**config.mk**
```make
export PLATFORM = sky130hd
export DESIGN_NAME = c_string_escape_decoder_flat
export DESIGN_NICKNAME = d
export VERILOG_FILES = /design/src/hdl/cse_pkg.sv /design/src/hdl/cse_in_if.sv /design/src/hdl/cse_out_if.sv /design/src/hdl/cse_cfg_if.sv /design/src/hdl/cse_decode.sv /design/src/hdl/cse_serial.sv /design/src/hdl/c_string_escape_decoder.sv /design/src/flat_wrapper.sv
export VERILOG_INCLUDE_DIRS = /design/src /design/src/hdl
export SDC_FILE = /design/constraint.sdc
export NUM_CORES = 1
export LEC_CHECK = 0
export BUFFER_PORTS_ARGS = -buffer_cell sky130_fd_sc_hd__buf_2
export CELL_PAD_IN_SITES_DETAIL_PLACEMENT = 0
export CELL_PAD_IN_SITES_GLOBAL_PLACEMENT = 1
export CORE_MARGIN = 3
export CORE_UTILIZATION = 52
export CTS_BUF_LIST = sky130_fd_sc_hd__clkbuf_16
export CTS_CLUSTER_SIZE = 8
export DETAILED_ROUTE_END_ITERATION = 6
export GPL_TIMING_DRIVEN = 0
export PLACE_DENSITY_LB_ADDON = 0.1
export REMOVE_ABC_BUFFERS = 1
export SLEW_MARGIN = 20
export SYNTH_ARGS = -nofsm -noshare
export SYNTH_HDL_FRONTEND = slang
export SYNTH_SLANG_ARGS = --single-unit
```
**constraint.sdc**
```tcl
create_clock -name clk -period 8.9 [get_ports clk]
set_input_delay 0.445 -clock clk [delete_from_list [all_inputs] [get_ports clk]]
set_output_delay 0.445 -clock clk [all_outputs]
set_load 0.01 [all_outputs]
```
**src/hdl/c_string_escape_decoder_assert.svh**
```systemverilog
// ----------------------------------------------------------------------------
// C string escape decoder assertion macros
// Shared property wrappers, clocked on clk and disabled while rst_n is low.
// ----------------------------------------------------------------------------
`ifndef C_STRING_ESCAPE_DECODER_ASSERT_SVH
`define C_STRING_ESCAPE_DECODER_ASSERT_SVH

// same-cycle implication
`define CSE_ASSERT_IMPLY(lbl, ante, cons, msg) \
  lbl: assert property (@(posedge clk) disable iff (!rst_n) (ante) |-> (cons)) \
    else $error(msg);

// next-cycle implication
`define CSE_ASSERT_NEXT(lbl, ante, cons, msg) \
  lbl: assert property (@(posedge clk) disable iff (!rst_n) (ante) |=> (cons)) \
    else $error(msg);

`endif

```
**src/hdl/cse_pkg.sv**
```systemverilog
// ----------------------------------------------------------------------------
// C string escape decoder package
// Types, codes and constants shared by the decoder modules.
// ----------------------------------------------------------------------------
package cse_pkg;

  typedef enum logic [3:0] {
    PH_IDLE    = 4'd0,
    PH_BODY    = 4'd1,
    PH_ESC     = 4'd2,
    PH_HEX     = 4'd3,
    PH_OCT     = 4'd4,
    PH_U4      = 4'd5,
    PH_U8      = 4'd6,
    PH_WANT_BS = 4'd7,
    PH_WANT_U  = 4'd8,
    PH_LOW4    = 4'd9
  } phase_t;

  typedef enum logic [1:0] {
    KIND_DATA  = 2'd0,
    KIND_CLOSE = 2'd1,
    KIND_ERROR = 2'd2
  } kind_t;

  typedef enum logic [2:0] {
    ERR_NO_OPENER    = 3'd0,
    ERR_UNIVERSAL    = 3'd1,
    ERR_SURROGATE    = 3'd2,
    ERR_RANGE        = 3'd3,
    ERR_UNTERMINATED = 3'd4
  } err_t;

  localparam int unsigned CFG_ADDR_W = 2;
  localparam logic [CFG_ADDR_W-1:0] REG_DELIMITER = 2'd0;
  localparam logic [CFG_ADDR_W-1:0] REG_CHECK_END = 2'd1;
  localparam logic [CFG_ADDR_W-1:0] REG_UNICODE   = 2'd2;

  localparam logic [7:0] DELIM_RST = 8'd34;

  localparam logic [7:0] CH_TAB    = 8'h09;
  localparam logic [7:0] CH_SPACE  = 8'h20;
  localparam logic [7:0] CH_BSLASH = 8'h5C;
  localparam logic [7:0] CH_0      = "0";
  localparam logic [7:0] CH_7      = "7";
  localparam logic [7:0] CH_9      = "9";
  localparam logic [7:0] CH_LA     = "a";
  localparam logic [7:0] CH_LB     = "b";
  localparam logic [7:0] CH_LF     = "f";
  localparam logic [7:0] CH_LN     = "n";
  localparam logic [7:0] CH_LR     = "r";
  localparam logic [7:0] CH_LT     = "t";
  localparam logic [7:0] CH_LU     = "u";
  localparam logic [7:0] CH_LV     = "v";
  localparam logic [7:0] CH_LX     = "x";
  localparam logic [7:0] CH_UA     = "A";
  localparam logic [7:0] CH_UF     = "F";
  localparam logic [7:0] CH_UU     = "U";

  localparam logic [31:0] HI_SURR_MIN = 32'h0000_D800;
  localparam logic [31:0] HI_SURR_MAX = 32'h0000_DBFF;
  localparam logic [31:0] LO_SURR_MIN = 32'h0000_DC00;
  localparam logic [31:0] LO_SURR_MAX = 32'h0000_DFFF;
  localparam logic [20:0] SUPP_BASE   = 21'h1_0000;
  localparam logic [31:0] CP_MAX      = 32'h0010_FFFF;

  localparam int unsigned MAX_RES = 4;

  typedef struct packed {
    kind_t      kind;
    logic [7:0] data;
    err_t       err;
  } res_t;

  // one decoded request's results; n == 0 means nothing to queue
  typedef struct packed {
    logic [2:0]               n;
    res_t [MAX_RES-1:0]       r;
  } grp_t;

endpackage

```
**src/hdl/cse_in_if.sv**
```systemverilog
// ----------------------------------------------------------------------------
// Source byte channel
// Valid/ready stream carrying one source byte per request.
// ----------------------------------------------------------------------------
interface cse_in_if ();
  logic       valid;
  logic       ready;
  logic [7:0] in_byte;

  modport source (output valid, output in_byte, input ready);
  modport sink   (input valid, input in_byte, output ready);
endinterface

```
**src/hdl/cse_out_if.sv**
```systemverilog
// ----------------------------------------------------------------------------
// Result channel
// Valid/ready stream carrying one decoded result per request.
// ----------------------------------------------------------------------------
interface cse_out_if import cse_pkg::*; ();
  logic       valid;
  logic       ready;
  kind_t      kind;
  logic [7:0] out_byte;
  err_t       error_code;
  logic       last;

  modport source (output valid, output kind, output out_byte, output error_code,
                  output last, input ready);
  modport sink   (input valid, input kind, input out_byte, input error_code,
                  input last, output ready);
endinterface

```
**src/hdl/cse_cfg_if.sv**
```systemverilog
// ----------------------------------------------------------------------------
// Configuration write channel
// Valid/ready register write requests: register index and write data.
// ----------------------------------------------------------------------------
interface cse_cfg_if import cse_pkg::*; ();
  logic                  valid;
  logic                  ready;
  logic [CFG_ADDR_W-1:0] addr;
  logic [7:0]            wdata;

  modport source (output valid, output addr, output wdata, input ready);
  modport sink   (input valid, input addr, input wdata, output ready);
endinterface

```
**src/hdl/cse_decode.sv**
```systemverilog
// ----------------------------------------------------------------------------
// C string escape decoder step logic
// Input register, config registers, parser state and one-pass decode of a
// registered byte into a group of up to four results.
// ----------------------------------------------------------------------------
`include "c_string_escape_decoder_assert.svh"

module cse_decode import cse_pkg::*; (
  input  logic         clk,
  input  logic         rst_n,
  cse_in_if.sink       in_chan,
  cse_cfg_if.sink      cfg_chan,
  input  logic         q_ready,
  output grp_t         grp
);

  typedef struct packed {
    logic   vld;
    res_t   r;
    phase_t ph;
  } body_t;

  logic        in_v_r;
  logic [7:0]  in_byte_r;
  logic        step;

  logic [7:0]  delim_r;
  logic        check_end_r;
  logic        unicode_r;

  phase_t      phase_r, phase_nxt;
  logic [31:0] acc_r, acc_nxt;
  logic [9:0]  hs_r, hs_nxt;
  logic [3:0]  cnt_r, cnt_nxt;

  grp_t        grp_step;
  body_t       bo;
  logic        hx_ok;
  logic [3:0]  hx_d;
  logic        is_oct;
  logic [31:0] uv;
  logic [31:0] oct_v;
  logic [3:0]  uc;
  logic [3:0]  need;

  function automatic res_t mk_data(input logic [7:0] b);
    mk_data = '{kind: KIND_DATA, data: b, err: ERR_NO_OPENER};
  endfunction

  function automatic res_t mk_err(input err_t e);
    mk_err = '{kind: KIND_ERROR, data: 8'h00, err: e};
  endfunction

  function automatic res_t mk_close();
    mk_close = '{kind: KIND_CLOSE, data: 8'h00, err: ERR_NO_OPENER};
  endfunction

  function automatic body_t body_step(input logic [7:0] b, input logic [7:0] dl,
                                      input logic chk);
    body_t o;
    o = '{vld: 1'b0, r: mk_data(b), ph: PH_BODY};
    if (b == dl) begin
      o.vld = 1'b1;
      o.r   = mk_close();
      o.ph  = PH_IDLE;
    end else if (b == CH_BSLASH) begin
      o.ph  = PH_ESC;
    end else if (b < CH_SPACE && b != CH_TAB) begin
      o.vld = 1'b1;
      if (chk) begin
        o.r  = mk_err(ERR_UNTERMINATED);
        o.ph = PH_IDLE;
      end else if (b == 8'h00) begin
        o.r  = mk_close();
        o.ph = PH_IDLE;
      end
    end else begin
      o.vld = 1'b1;
    end
    body_step = o;
  endfunction

  function automatic grp_t utf8(input logic [20:0] cp);
    grp_t g;
    g = '0;
    if (cp < 21'h80) begin
      g.n    = 3'd1;
      g.r[0] = mk_data(cp[7:0]);
    end else if (cp < 21'h800) begin
      g.n    = 3'd2;
      g.r[0] = mk_data({3'b110, cp[10:6]});
      g.r[1] = mk_data({2'b10, cp[5:0]});
    end else if (cp < 21'h1_0000) begin
      g.n    = 3'd3;
      g.r[0] = mk_data({4'hE, cp[15:12]});
      g.r[1] = mk_data({2'b10, cp[11:6]});
      g.r[2] = mk_data({2'b10, cp[5:0]});
    end else begin
      g.n    = 3'd4;
      g.r[0] = mk_data({5'b11110, cp[20:18]});
      g.r[1] = mk_data({2'b10, cp[17:12]});
      g.r[2] = mk_data({2'b10, cp[11:6]});
      g.r[3] = mk_data({2'b10, cp[5:0]});
    end
    utf8 = g;
  endfunction

  assign step          = in_v_r && q_ready;
  assign in_chan.ready = !in_v_r || q_ready;
  assign cfg_chan.ready = 1'b1;
  assign grp           = step ? grp_step : '0;

  always_ff @(posedge clk) begin
    if (!rst_n) begin
      in_v_r <= 1'b0;
    end else if (in_chan.valid && in_chan.ready) begin
      in_v_r <= 1'b1;
    end else if (step) begin
      in_v_r <= 1'b0;
    end
  end

  always_ff @(posedge clk) begin
    if (in_chan.valid && in_chan.ready) begin
      in_byte_r <= in_chan.in_byte;
    end
  end

  always_ff @(posedge clk) begin
    if (!rst_n) begin
      delim_r     <= DELIM_RST;
      check_end_r <= 1'b0;
      unicode_r   <= 1'b1;
    end else if (cfg_chan.valid) begin
      case (cfg_chan.addr)
        REG_DELIMITER: delim_r     <= cfg_chan.wdata;
        REG_CHECK_END: check_end_r <= cfg_chan.wdata[0];
        REG_UNICODE:   unicode_r   <= cfg_chan.wdata[0];
        default: ;
      endcase
    end
  end

  always_ff @(posedge clk) begin
    if (!rst_n) begin
      phase_r <= PH_IDLE;
      acc_r   <= '0;
      hs_r    <= '0;
      cnt_r   <= '0;
    end else if (step) begin
      phase_r <= phase_nxt;
      acc_r   <= acc_nxt;
      hs_r    <= hs_nxt;
      cnt_r   <= cnt_nxt;
    end
  end

  always_comb begin
    phase_nxt = phase_r;
    acc_nxt   = acc_r;
    hs_nxt    = hs_r;
    cnt_nxt   = cnt_r;
    grp_step  = '0;

    bo     = body_step(in_byte_r, delim_r, check_end_r);
    hx_ok  = 1'b1;
    hx_d   = 4'd0;
    if (in_byte_r >= CH_0 && in_byte_r <= CH_9) begin
      hx_d = 4'(in_byte_r - CH_0);
    end else if (in_byte_r >= CH_LA && in_byte_r <= CH_LF) begin
      hx_d = 4'(in_byte_r - CH_LA + 8'd10);
    end else if (in_byte_r >= CH_UA && in_byte_r <= CH_UF) begin
      hx_d = 4'(in_byte_r - CH_UA + 8'd10);
    end else begin
      hx_ok = 1'b0;
    end
    is_oct = in_byte_r >= CH_0 && in_byte_r <= CH_7;
    uv     = {acc_r[27:0], hx_d};
    oct_v  = {acc_r[28:0], in_byte_r[2:0]};
    uc     = cnt_r + 4'd1;
    need   = (phase_r == PH_U8) ? 4'd8 : 4'd4;

    unique case (phase_r)
      PH_IDLE: begin
        if (in_byte_r == delim_r) begin
          phase_nxt = PH_BODY;
        end else begin
          grp_step.n    = 3'd1;
          grp_step.r[0] = mk_err(ERR_NO_OPENER);
        end
      end
      PH_BODY: begin
        phase_nxt     = bo.ph;
        grp_step.n    = {2'b00, bo.vld};
        grp_step.r[0] = bo.r;
      end
      PH_ESC: begin
        phase_nxt     = PH_BODY;
        acc_nxt       = '0;
        cnt_nxt       = '0;
        grp_step.n    = 3'd1;
        grp_step.r[0] = mk_data(in_byte_r);
        case (in_byte_r)
          CH_LA: grp_step.r[0] = mk_data(8'd7);
          CH_LB: grp_step.r[0] = mk_data(8'd8);
          CH_LT: grp_step.r[0] = mk_data(8'd9);
          CH_LV: grp_step.r[0] = mk_data(8'd11);
          CH_LN: grp_step.r[0] = mk_data(8'd10);
          CH_LR: grp_step.r[0] = mk_data(8'd13);
          CH_LF: grp_step.r[0] = mk_data(8'd12);
          CH_LX: begin
            phase_nxt  = PH_HEX;
            grp_step.n = 3'd0;
          end
          CH_LU: begin
            if (unicode_r) begin
              phase_nxt  = PH_U4;
              grp_step.n = 3'd0;
            end
          end
          CH_UU: begin
            if (unicode_r) begin
              phase_nxt  = PH_U8;
              grp_step.n = 3'd0;
            end
          end
          default: begin
            if (is_oct) begin
              acc_nxt    = {29'd0, in_byte_r[2:0]};
              cnt_nxt    = 4'd1;
              phase_nxt  = PH_OCT;
              grp_step.n = 3'd0;
            end
          end
        endcase
      end
      PH_HEX: begin
        if (hx_ok) begin
          acc_nxt = uv;
        end else begin
          acc_nxt       = '0;
          phase_nxt     = bo.ph;
          grp_step.r[0] = mk_data(acc_r[7:0]);
          grp_step.r[1] = bo.r;
          grp_step.n    = bo.vld ? 3'd2 : 3'd1;
        end
      end
      PH_OCT: begin
        if (is_oct && cnt_r < 4'd3) begin
          acc_nxt = oct_v;
          cnt_nxt = uc;
          if (uc >= 4'd3) begin
            acc_nxt       = '0;
            cnt_nxt       = '0;
            phase_nxt     = PH_BODY;
            grp_step.n    = 3'd1;
            grp_step.r[0] = mk_data(oct_v[7:0]);
          end
        end else begin
          acc_nxt       = '0;
          cnt_nxt       = '0;
          phase_nxt     = bo.ph;
          grp_step.r[0] = mk_data(acc_r[7:0]);
          grp_step.r[1] = bo.r;
          grp_step.n    = bo.vld ? 3'd2 : 3'd1;
        end
      end
      PH_U4, PH_U8, PH_LOW4: begin
        if (!hx_ok) begin
          phase_nxt     = PH_IDLE;
          grp_step.n    = 3'd1;
          grp_step.r[0] = mk_err(ERR_UNIVERSAL);
        end else if (uc < need) begin
          acc_nxt = uv;
          cnt_nxt = uc;
        end else begin
          acc_nxt = '0;
          cnt_nxt = '0;
          if (phase_r == PH_U8) begin
            if (uv > CP_MAX) begin
              phase_nxt     = PH_IDLE;
              grp_step.n    = 3'd1;
              grp_step.r[0] = mk_err(ERR_RANGE);
            end else begin
              phase_nxt = PH_BODY;
              grp_step  = utf8(uv[20:0]);
            end
          end else if (phase_r == PH_LOW4) begin
            if (uv >= LO_SURR_MIN && uv <= LO_SURR_MAX) begin
              phase_nxt = PH_BODY;
              grp_step  = utf8(SUPP_BASE + {1'b0, hs_r, uv[9:0]});
            end else begin
              phase_nxt     = PH_IDLE;
              grp_step.n    = 3'd1;
              grp_step.r[0] = mk_err(ERR_SURROGATE);
            end
          end else if (uv >= HI_SURR_MIN && uv <= HI_SURR_MAX) begin
            hs_nxt    = uv[9:0];
            phase_nxt = PH_WANT_BS;
          end else begin
            phase_nxt = PH_BODY;
            grp_step  = utf8(uv[20:0]);
          end
        end
      end
      PH_WANT_BS: begin
        if (in_byte_r == CH_BSLASH) begin
          phase_nxt = PH_WANT_U;
        end else begin
          phase_nxt     = PH_IDLE;
          grp_step.n    = 3'd1;
          grp_step.r[0] = mk_err(ERR_SURROGATE);
        end
      end
      PH_WANT_U: begin
        if (in_byte_r == CH_LU) begin
          acc_nxt   = '0;
          cnt_nxt   = '0;
          phase_nxt = PH_LOW4;
        end else begin
          phase_nxt     = PH_IDLE;
          grp_step.n    = 3'd1;
          grp_step.r[0] = mk_err(ERR_SURROGATE);
        end
      end
      default: begin
        phase_nxt     = PH_IDLE;
        grp_step.n    = 3'd1;
        grp_step.r[0] = mk_err(ERR_NO_OPENER);
      end
    endcase
  end

  `CSE_ASSERT_NEXT(a_err_to_idle, step && grp_step.n != 3'd0 && grp_step.r[grp_step.n[1:0] - 2'd1].kind == KIND_ERROR, phase_r == PH_IDLE, "error result did not return parser to idle")
  `CSE_ASSERT_IMPLY(a_want_u_order, phase_r == PH_WANT_U, $past(phase_r) == PH_WANT_BS || $past(phase_r) == PH_WANT_U, "low surrogate prefix reached out of order")

endmodule

```
**src/hdl/cse_serial.sv**
```systemverilog
// ----------------------------------------------------------------------------
// C string escape decoder result queue
// Two-entry queue of result groups, drained one result per request with the
// last flag set on the final result of each group.
// ----------------------------------------------------------------------------
`include "c_string_escape_decoder_assert.svh"

module cse_serial import cse_pkg::*; (
  input  logic      clk,
  input  logic      rst_n,
  input  grp_t      grp,
  output logic      q_ready,
  cse_out_if.source out_chan
);

  grp_t       q_r [2];
  logic       wp_r;
  logic       rp_r;
  logic [1:0] cnt_r;
  logic [1:0] idx_r;

  grp_t       head;
  res_t       hd_res;
  logic       push;
  logic       fire;
  logic       is_last;
  logic       pop;

  assign head    = q_r[rp_r];
  assign hd_res  = head.r[idx_r];
  assign push    = grp.n != 3'd0;
  assign q_ready = cnt_r != 2'd2;
  assign is_last = {1'b0, idx_r} == (head.n - 3'd1);
  assign fire    = out_chan.valid && out_chan.ready;
  assign pop     = fire && is_last;

  assign out_chan.valid      = cnt_r != 2'd0;
  assign out_chan.kind       = hd_res.kind;
  assign out_chan.out_byte   = hd_res.data;
  assign out_chan.error_code = hd_res.err;
  assign out_chan.last       = is_last;

  always_ff @(posedge clk) begin
    if (push) begin
      q_r[wp_r] <= grp;
    end
  end

  always_ff @(posedge clk) begin
    if (!rst_n) begin
      wp_r  <= 1'b0;
      rp_r  <= 1'b0;
      cnt_r <= 2'd0;
      idx_r <= 2'd0;
    end else begin
      if (push) begin
        wp_r <= !wp_r;
      end
      if (pop) begin
        rp_r <= !rp_r;
      end
      cnt_r <= cnt_r + {1'b0, push} - {1'b0, pop};
      if (fire) begin
        idx_r <= is_last ? 2'd0 : idx_r + 2'd1;
      end
    end
  end

  `CSE_ASSERT_IMPLY(a_head_group_ok, cnt_r != 2'd0, head.n != 3'd0 && head.n <= 3'd4 && {1'b0, idx_r} < head.n, "queued group empty or index past its end")
  `CSE_ASSERT_IMPLY(a_no_overflow, push, cnt_r != 2'd2, "group pushed into full queue")
  `CSE_ASSERT_NEXT(a_pop_count, pop && !push, cnt_r == $past(cnt_r) - 2'd1, "queue count not reduced on group pop")

endmodule

```
**src/hdl/c_string_escape_decoder.sv**
```systemverilog
// A source byte is registered on acceptance and decoded from that register once
// the result queue has room; its results are then queued and offered on out_chan.
// Throughput: one byte per cycle while each byte yields at most one result and
// out_chan is ready; a byte's k results (up to 4, UTF-8 output) leave one at a time.
// Reset: synchronous, active low; clears parser state and result queue, and sets
// delimiter to 34, end checking off and universal escapes on.
// ----------------------------------------------------------------------------
// C string escape decoder
// Decodes a delimited C string literal one byte per request into data bytes,
// a close marker or an error code, with UTF-8 output for universal escapes.
// ----------------------------------------------------------------------------
module c_string_escape_decoder import cse_pkg::*; (
  input  logic      clk,
  input  logic      rst_n,
  cse_in_if.sink    in_chan,
  cse_out_if.source out_chan,
  cse_cfg_if.sink   cfg_chan
);

  grp_t grp;
  logic q_ready;

  cse_decode u_decode (
    .clk      (clk),
    .rst_n    (rst_n),
    .in_chan  (in_chan),
    .cfg_chan (cfg_chan),
    .q_ready  (q_ready),
    .grp      (grp)
  );

  cse_serial u_serial (
    .clk      (clk),
    .rst_n    (rst_n),
    .grp      (grp),
    .q_ready  (q_ready),
    .out_chan (out_chan)
  );

endmodule
```
**src/flat_wrapper.sv**
```systemverilog
// flat-port wrapper written by rule: the top's interface ports become plain ports
module c_string_escape_decoder_flat import cse_pkg::*;
  (clk, rst_n, in_chan_valid, in_chan_in_byte, in_chan_ready, out_chan_valid, out_chan_kind, out_chan_out_byte, out_chan_error_code, out_chan_last, out_chan_ready, cfg_chan_valid, cfg_chan_addr, cfg_chan_wdata, cfg_chan_ready);
  cse_in_if in_chan_i ();
  cse_out_if out_chan_i ();
  cse_cfg_if cfg_chan_i ();
  input  logic clk;
  input  logic rst_n;
  input wire logic [$bits(in_chan_i.valid)-1:0] in_chan_valid;
  input wire logic [$bits(in_chan_i.in_byte)-1:0] in_chan_in_byte;
  output wire logic [$bits(in_chan_i.ready)-1:0] in_chan_ready;
  output wire logic [$bits(out_chan_i.valid)-1:0] out_chan_valid;
  output wire logic [$bits(out_chan_i.kind)-1:0] out_chan_kind;
  output wire logic [$bits(out_chan_i.out_byte)-1:0] out_chan_out_byte;
  output wire logic [$bits(out_chan_i.error_code)-1:0] out_chan_error_code;
  output wire logic [$bits(out_chan_i.last)-1:0] out_chan_last;
  input wire logic [$bits(out_chan_i.ready)-1:0] out_chan_ready;
  input wire logic [$bits(cfg_chan_i.valid)-1:0] cfg_chan_valid;
  input wire logic [$bits(cfg_chan_i.addr)-1:0] cfg_chan_addr;
  input wire logic [$bits(cfg_chan_i.wdata)-1:0] cfg_chan_wdata;
  output wire logic [$bits(cfg_chan_i.ready)-1:0] cfg_chan_ready;
  assign in_chan_i.valid = in_chan_valid;
  assign in_chan_i.in_byte = in_chan_in_byte;
  assign in_chan_ready = in_chan_i.ready;
  assign out_chan_valid = out_chan_i.valid;
  assign out_chan_kind = out_chan_i.kind;
  assign out_chan_out_byte = out_chan_i.out_byte;
  assign out_chan_error_code = out_chan_i.error_code;
  assign out_chan_last = out_chan_i.last;
  assign out_chan_i.ready = out_chan_ready;
  assign cfg_chan_i.valid = cfg_chan_valid;
  assign cfg_chan_i.addr = cfg_chan_addr;
  assign cfg_chan_i.wdata = cfg_chan_wdata;
  assign cfg_chan_ready = cfg_chan_i.ready;
  c_string_escape_decoder u_core (.clk(clk), .rst_n(rst_n), .in_chan(in_chan_i), .out_chan(out_chan_i), .cfg_chan(cfg_chan_i));
endmodule
```
==> key figures, run 1 <==
Outcome
  • Status: completed

Timing
  • Fin. Hold Viols: 0
  • Unrepaired setup endpoints after global routing: false
  • Minimum clock period: approximately 5.3 ns
  • Worst setup margin: approximately 3.6 ns
  • Fin crit share: between 50 and 60%
  • Final Skew: between 0.01 and 0.015 ns
  • Final Max Slew Viols: 0
  • Fmax: ~190 MHz
  • Final setup vio count: 0
  • Hold Slack: around 0.19 ns
  • Worst slew margin: about a third
  • Sum Neg Setup Slack: 0 ns
  • Worst-Margin Slew: 0.9739 ns

Finish
  • Number of antenna diodes: 0
  • Area Growth Syn to Fin: 11.02%
  • Cell area after layout: slightly below 10000 sq um
  • Share of layout cells above drive strength 1: 13.86%
  • Fin nets: slightly below 1k
  • Finished Layout Cells: 1165

Global route
  • First-pass GRT wire length: 40.87 mm
  • Total gr overflow: 0
  • Largest net degree at the start of global routing: between 40 and 50
  • Initial antenna violation count: 0
  • Vias in the first global route: between 7k and 8k
  • Aggregate global-route resource usage: about 28%

Logic synthesis
  • Synth async-reset ratio: 0%
  • Main flop type after synthesis: edfxtp_1
  • Synth area leader: edfxtp_1
  • Post-synth EDFFs: between 80 and 90
  • Mapped Area: between 8000 and 9000 sq um
  • Average instance area after synthesis: around 9.4 sq um
  • Cell count after synthesis: about 940
  • Netlist cell types: slightly below 80
  • Sequential area share after synthesis: 44.33%
  • Post-synthesis register bit count: ~150
  • Synth top area cells: edfxtp_1, dfxtp_1, nor2_1, mux4_2, a21oi_1
  • Synth top area share: 29.85%
  • Yosys warning total: 0

Clock network
  • Cts repair resizes: 0
  • CTS Buf Count: 17
  • Root buf cell: clkbuf_16
  • Clock tree buffer depth: 2
  • H-Tree Level Count: 4
  • Post-CTS setup repair buffer count: 0
  • Reg clk slew, reported paths: 0.07 ns
  • # hold bufs at CTS: 0
  • Worst-Skew Late Latency: between 0.4 and 0.5 ns
  • Sink Count: between 150 and 200
  • TritonCTS clock tree: built

Route
  • Final WL: around 26 mm
  • Routed vias/inst: around 6.6
  • # DRC: 0
  • DR vias: approximately 7.7k
  • Routed length on met2: about 12 mm
  • Top Layer Used: met4
  • Routed len/inst: 22.10 um
  • WL met3: 1.571 mm
  • DRT iter0 DRCs: 850
  • Detailed Routing Iterations Pass 1: 6
  • Post-DRT Antenna Nets: 0
  • Met1 wire length: around 11 mm

Setup path
  • Setup crit start kind: register
  • Critical path endpoint category: register
  • Crit path max fanout: 22
  • CP Class: reg -> reg
  • CP Data Arrival Time: about 5.4 ns
  • Req. time, crit path: 9.03 ns

Die
  • Chip width: about 140 um
  • Die Area: 18630 sq um
  • Initial Util: 53.19%
  • Row cnt: 47
  • Boundary pin count: 40
  • Std-Cell Core Area: about 17000 sq um
  • Die Y: ~140 um

Run
  • Max-cap violations: 0

Hold path
  • HP Class: in -> reg

Place
  • GPL Wtd Cong: approximately 0.96
  • Number of I/O port buffers: 38
  • Worst slack, placed: 3.733 ns
  • Cell total after placement: around 1.1k
  • Hpwl dp: about 18 mm
  • Area after DPL: ~9200 sq um

Power and ir drop
  • Pleak: 3.475 nW
  • Total power divided by cell area: ~170 nW/um^2
  • VDD IR max: around 0.14 mV
[layer usage]
layer	GRT usage, %	vias up
li1	-	3538
met1	38.74	3811
met2	45.81	339
met3	5.033	47
met4	10.19	0
met5	0	-
[state kept, by name, indices dropped and copies added, names as in the netlist, 2 cells and up, named ones only]
register,count
u_core.u_serial.q_r,80
u_core.u_decode.acc_r,28
u_core.u_decode.hs_r,10
u_core.u_decode.delim_r,8
u_core.u_decode.in_byte_r,8
u_core.u_decode.cnt_r,4
u_core.u_decode.phase_r,4
u_core.u_serial.cnt_r,2
u_core.u_serial.idx_r,2
[metrics by stage]
stage / util (%) / power [mW]
after detailed placement: 55.45 / 0.9501
after floorplan: - / 0.8930
after global placement: 54.39 / 0.9386
final: 59.06 / 1.668
after global routing: 59.06 / 1.722
after CTS: 59.02 / 1.679
[Yosys cell counts, drive strengths merged, types with 12 or more instances]
library cell and number:
a21oi 58, a22oi 34, nor2 123, nand3 21, mux2i 28, nor4 20, nor3 21, a22o 25
inv 19, mux4 16, and2 14, xor2 13, nand2 75, edfxtp 88, o21ai 49, clkbuf 60
dfxtp 64, nand3b 12, o22ai 15
[worst max-delay path: stages, from the launching register on]
cell,delay (ns)
dfxtp_1,0.73
nor4bb_2,0.92
inv_1,0.32
ha_1,0.37
o21ai_0,0.11
nand2_1,0.20
nand4_1,0.58
or2_2,0.62
inv_1,0.23
nor3_1,0.13
nor2_4,0.50
buf_16,0.24
[power by group]
part | internal (mW) | switching, mW | leakage, nW
logic | 0.0628 | 0.0751 | 1.82
registers | 0.771 | 0.0270 | 1.36
clock network | 0.420 | 0.312 | 0.295
total | 1.25 | 0.414 | 3.48
[final timing paths]
kind,startpoint,to,slack (ns),cells after the start
max,u_core.u_decode.phase_r[1]$_SDFFE_PN0P_,u_core.u_serial.q_r[0][17]$_DFFE_PP_,3.62,11
min,in_chan_in_byte[6],u_core.u_decode.in_byte_r[6]$_DFFE_PP_,0.19,1
max reg2reg,u_core.u_decode.phase_r[1]$_SDFFE_PN0P_,u_core.u_serial.q_r[0][17]$_DFFE_PP_,3.62,11
min reg2reg,u_core.u_decode.delim_r[5]$_SDFFE_PN1P_,u_core.u_decode.delim_r[5]$_SDFFE_PN1P_,0.50,2
[cell usage in the layout (no fill, tap or decap), drive strengths merged, types with 8 or more instances in the layout]
cell type,Yosys,layout
clkbuf,60,17
nand3,21,21
o22ai,15,15
mux4,16,16
nand2b,8,8
nand3b,12,12
and2,14,14
inv,19,26
o21ai,49,49
nand2,75,75
mux2i,28,28
nor2b,9,9
a22o,25,25
a21oi,58,58
nor4,20,20
buf,9,45
xor2,13,13
a31oi,8,8
mux2,8,8
a22oi,34,34
dfxtp,64,64
nor2,123,123
ha,11,11
edfxtp,88,88
nor3,21,21
[cell type report]
class,instances,area [sq um]
fillers,1421,6814
clock inverters,15,167.7
multi-input cells,696,4646
inverters,20,76.32
clock buffers,17,425.4
repair buffers,45,311.5
flip-flops and latches,152,3926
well taps,220,275.3
[logic make-up (layout without fill, tap and decap cells)]
| logic type | Yosys count | after routing | share of synthesized area [%] |
|---|---|---|---|
| AND/OR/NAND/NOR | 356 | 356 | 20.24 |
| adder cells (fa/ha/maj) | 11 | 11 | 1.555 |
| XOR/XNOR | 19 | 19 | 1.880 |
| other | 1 | 1 | 0.04236 |
| AO/OA/AOI/OAI | 257 | 257 | 19.86 |
| multiplexers | 52 | 52 | 8.255 |
| buffers and inverters | 89 | 97 | 3.845 |
| flip-flops | 152 | 152 | 44.33 |
(Power assumes the default switching activity.)
==> run 2: changes to the inputs <==
Settings changed: ABC_AREA set to 1, CORE_UTILIZATION 52 to 42.
Clock period 8.9 ns to 4.34 ns, I/O delays scaled along.
==> key figures, run 2 <==
Logic synthesis
  • Compound-cell area share of the yosys netlist: 19.94% (was 19.86%)
  • Synth Area in Simple Gates: 25.61% (was 20.24%)
  • Synth async-reset ratio: 0% (unchanged)
  • Main flop type after synthesis: edfxtp_1 (unchanged)
  • Synth top area share: 28.97% (was 29.85%)
  • Post-synthesis register bit count: 152 (unchanged)
  • Synth area leader: edfxtp_1 (unchanged)
  • Main combinational cell family by area after synthesis: simple AND/OR/NAND/NOR gates (unchanged)
  • Synth Area in XOR/XNOR: 1.152% (was 1.880%)
  • Sequential area share after synthesis: 43.01% (was 44.33%)
  • Post-synthesis mux area share: 0.3292% (was 8.254%)
  • Top-count cell post-synth: nand2_1 (was nor2_1)
  • Commonest cells in the netlist: nand2_1, nor2_1, inv_1 (was nor2_1, edfxtp_1, nand2_1)
  • Mapped Area: 9122 sq um (was 8852 sq um)
  • Netlist cell types: 50 (was 77)
  • Synth top area cells: edfxtp_1, dfxtp_1, nand2_1, nor2_1, o21ai_0 (was edfxtp_1, dfxtp_1, nor2_1, mux4_2, a21oi_1)
  • Post-synth EDFFs: 88 (unchanged)
  • Synth Area in Adders: 1.509% (was 1.555%)
  • Average instance area after synthesis: 7.465 sq um (was 9.447 sq um)
  • Yosys warning total: 0 (unchanged)
  • Cell count after synthesis: 1222 (was 937)

Global route
  • Vias in the first global route: 7969 (was 7380)
  • Met3 GRT Util: 3.851% (was 5.033%)
  • Aggregate global-route resource usage: 24.68% (was 28.48%)
  • First-pass GRT wire length: 45.95 mm (was 40.87 mm)
  • Total gr overflow: 0 (unchanged)
  • Met2 global-route usage: 38.19% (was 45.81%)
  • Initial antenna violation count: 0 (unchanged)
  • GRT Max-Usage Layer: met2 (unchanged)
  • GR Util met1: 36.60% (was 38.74%)
  • Largest net degree at the start of global routing: 42 (was 44)

Route
  • DR vias: 8556 (was 7735)
  • Routed vias/inst: 5.589 (was 6.639)
  • Final WL: 29.11 mm (was 25.75 mm)
  • DRT iter0 DRCs: 777 (was 850)
  • # DRC: 0 (unchanged)
  • Post-DRT Antenna Nets: 0 (unchanged)
  • Detailed Routing Iterations Pass 1: 7 (was 6)
  • Routed len/inst: 19.01 um (was 22.10 um)

Finish
  • Share of layout cells above drive strength 1: 11.23% (was 13.86%)
  • Biggest regs: u_core.u_serial.q_r (80), u_core.u_decode.acc_r (28), u_core.u_decode.hs_r (10) (unchanged)
  • Filler cells: 2193 (was 1421)
  • Max reg flops: 80 (unchanged)
  • Area Growth Syn to Fin: 11.71% (was 11.02%)
  • Cell area after layout: 10190 sq um (was 9828 sq um)
  • Most flop-heavy register: u_core.u_serial.q_r (unchanged)
  • Util after Layout: 48.18% (was 59.06%)
  • Commonest non-fill, non-tap cell in the layout: nand2_1 (was nor2_1)
  • Number of antenna diodes: 0 (unchanged)
  • Most frequent cells in the layout: nand2_1, nor2_1, inv_1, o21ai_0, a21oi_1 (was nor2_1, edfxtp_1, nand2_1, dfxtp_1, a21oi_1)
  • Fin nets: 1277 (was 966)

Timing
  • Fin crit share: 93.36% (was 59.36%)
  • Final setup vio count: 0 (unchanged)
  • Hold Slack: 0.01294 ns (was 0.1864 ns)
  • Fmax: 246.8 MHz (was 189.3 MHz)
  • Final Max Slew Viols: 0 (unchanged)
  • Fin. Hold Viols: 0 (unchanged)
  • Worst-Margin Slew: 1.014 ns (was 0.9739 ns)
  • Worst slew margin: 32.38% (was 34.14%)
  • Sum Neg Setup Slack: 0 ns (unchanged)
  • Minimum clock period: 4.052 ns (was 5.283 ns)
  • Final Skew: 0.01029 ns (was 0.01420 ns)
  • Unrepaired setup endpoints after global routing: false (unchanged)

Setup path
  • Crit path max fanout: 26 (was 22)
  • Critical path endpoint category: register (unchanged)
  • CP Data Arrival Time: 4.18 ns (was 5.41 ns)
  • CP Launch Point: u_core.u_decode.phase_r[0]$_SDFFE_PN0P_ (was u_core.u_decode.phase_r[1]$_SDFFE_PN0P_)
  • Flop2flop setup slack: 0.29 ns (was 3.62 ns)
  • Worst R2R Path Depth: 10 (was 11)
  • Setup crit start kind: register (unchanged)
  • Capture point of the critical path: u_core.u_serial.q_r[0][10]$_DFFE_PP_ (was u_core.u_serial.q_r[0][17]$_DFFE_PP_)
  • Req. time, crit path: 4.47 ns (was 9.03 ns)
  • Worst r2r dst: u_core.u_serial.q_r[0][10]$_DFFE_PP_ (was u_core.u_serial.q_r[0][17]$_DFFE_PP_)
  • CP Class: reg -> reg (unchanged)
  • FF-to-FF Start: u_core.u_decode.phase_r[0]$_SDFFE_PN0P_ (was u_core.u_decode.phase_r[1]$_SDFFE_PN0P_)

Power and ir drop
  • Sw Ratio: 26.77% (was 24.82%)
  • Final Power: 3.371 mW (was 1.668 mW)
  • Clock share of power: 44.9% (was 43.9%)
  • VDD IR max: 0.2647 mV (was 0.1441 mV)
  • Sequential share of power: 47.5% (was 47.8%)
  • Total power divided by cell area: 330.8 nW/um^2 (was 169.7 nW/um^2)
  • Combinational share of power: 7.7% (was 8.3%)
  • Internal power: 2.468 mW (was 1.254 mW)
  • Pleak: 3.869 nW (was 3.475 nW)
  • NetSw: 0.9023 mW (was 0.4140 mW)

Die
  • Row cnt: 53 (was 47)
  • Die Area: 23520 sq um (was 18630 sq um)
  • Std-Cell Core Area: 21150 sq um (was 16640 sq um)
  • Chip width: 153.4 um (was 136.5 um)
  • Die Y: 153.4 um (was 136.5 um)
  • Initial Util: 43.12% (was 53.19%)
  • Boundary pin count: 40 (unchanged)

Place
  • Area after DPL: 9513 sq um (was 9229 sq um)
  • GPL Wtd Cong: 0.9546 (was 0.9552)
  • Number of I/O port buffers: 38 (unchanged)
  • Hpwl dp: 20.84 mm (was 18.27 mm)

Run
  • Max-cap violations: 0 (unchanged)

Clock network
  • Post-CTS setup repair buffer count: 0 (unchanged)
  • CTS Buf Count: 17 (unchanged)
  • Sink Count: 152 (unchanged)
  • Root buf cell: clkbuf_16 (unchanged)
  • Clock tree buffer depth: 2 (unchanged)
  • Worst-Skew Late Latency: 0.43 ns (about the same)
  • H-Tree Level Count: 4 (unchanged)
  • Reg clk slew, reported paths: 0.07 ns (about the same)
  • TritonCTS clock tree: built (unchanged)

Outcome
  • Status: completed (unchanged)

Hold path
  • HP Class: in -> reg (unchanged)
-- run 2: how the worst min path moves through the flow --
stage | start | end | slack [ns] | depth (start not counted)
global placement | in_chan_in_byte[3] | u_core.u_decode.in_byte_r[3]$_DFFE_PP_ | 0.39 | 1
global route | cfg_chan_wdata[3] | u_core.u_decode.delim_r[3]$_SDFFE_PN0P_ | 0.03 | 3
finish | cfg_chan_wdata[6] | u_core.u_decode.delim_r[6]$_SDFFE_PN0P_ | 0.01 | 3
detailed placement | in_chan_in_byte[7] | u_core.u_decode.in_byte_r[7]$_DFFE_PP_ | 0.40 | 1
floorplan | rst_n | u_core.u_serial.cnt_r[0]$_SDFF_PN0_ | 0.31 | 2
CTS | cfg_chan_wdata[6] | u_core.u_decode.delim_r[6]$_SDFFE_PN0P_ | 0.005 | 3
-- run 2: layout make-up --
| type | count | area, sq um | share of cell area (%) |
|---|---|---|---|
| clock inverters | 15 | 158.9 | 1.559 |
| flip-flops and latches | 152 | 3925 | 38.51 |
| well taps | 275 | 344.1 | 3.376 |
| multi-input cells | 874 | 4452 | 43.68 |
| inverters | 149 | 565.5 | 5.549 |
| clock buffers | 17 | 425.4 | 4.174 |
| repair buffers | 49 | 320.3 | 3.143 |
-- run 2: worst max-delay path, stage by stage, from the launching register on --
cell,delay (ns)
dfxtp_1,0.45
nand4_1,0.77
clkinvlp_4,0.72
nand4_1,0.35
nand2_1,0.13
nand3b_1,0.12
nand2_1,0.09
a21oi_2,0.33
nor2_4,0.09
nor2_4,0.42
buf_12,0.26
-- run 2: repair_timing --
action | 4_1_cts | 5_1_grt
gates resized for setup | 0 | 1
endpoints found under the hold margin | 9 | 0
setup endpoints to repair | 0 | 53
hold buffers | 9 | 0
-- run 2: routing by layer --
| metal | wire, um | part of all wire [%] | vias up |
|---|---|---|---|
| met5 | 0 | 0 | - |
| met2 | 12830 | 44 | 279 |
| li1 | - | - | 4232 |
| met1 | 14020 | 48 | 4012 |
| met3 | 1783 | 6.1 | 33 |
| met4 | 479 | 1.6 | 0 |
-- run 2: cell families after synthesis --
kind of cell / count (synthesis)
adder cells (fa/ha/maj): 11
AND/OR/NAND/NOR: 528
multiplexers: 3
buffers and inverters: 196
AO/OA/AOI/OAI: 319
other: 1
XOR/XNOR: 12
flip-flops: 152
-- run 2: through the flow --
step,instances,setup slack [ns]
global placement,1488,-1.808
finish,1531,0.2881
global route,1531,0.06074
floorplan,1175,0.2003
CTS,1531,0.1999
detailed placement,1490,0.2197
-- run 2: power by group through the flow --
stage,Combinational (mW),Clock [mW],Sequential (mW)
detailed placement,0.253,0,1.63
global placement,0.245,0,1.63
global route,0.292,1.60,1.61
finish,0.259,1.51,1.60
CTS,0.260,1.53,1.60
floorplan,0.158,0,1.62
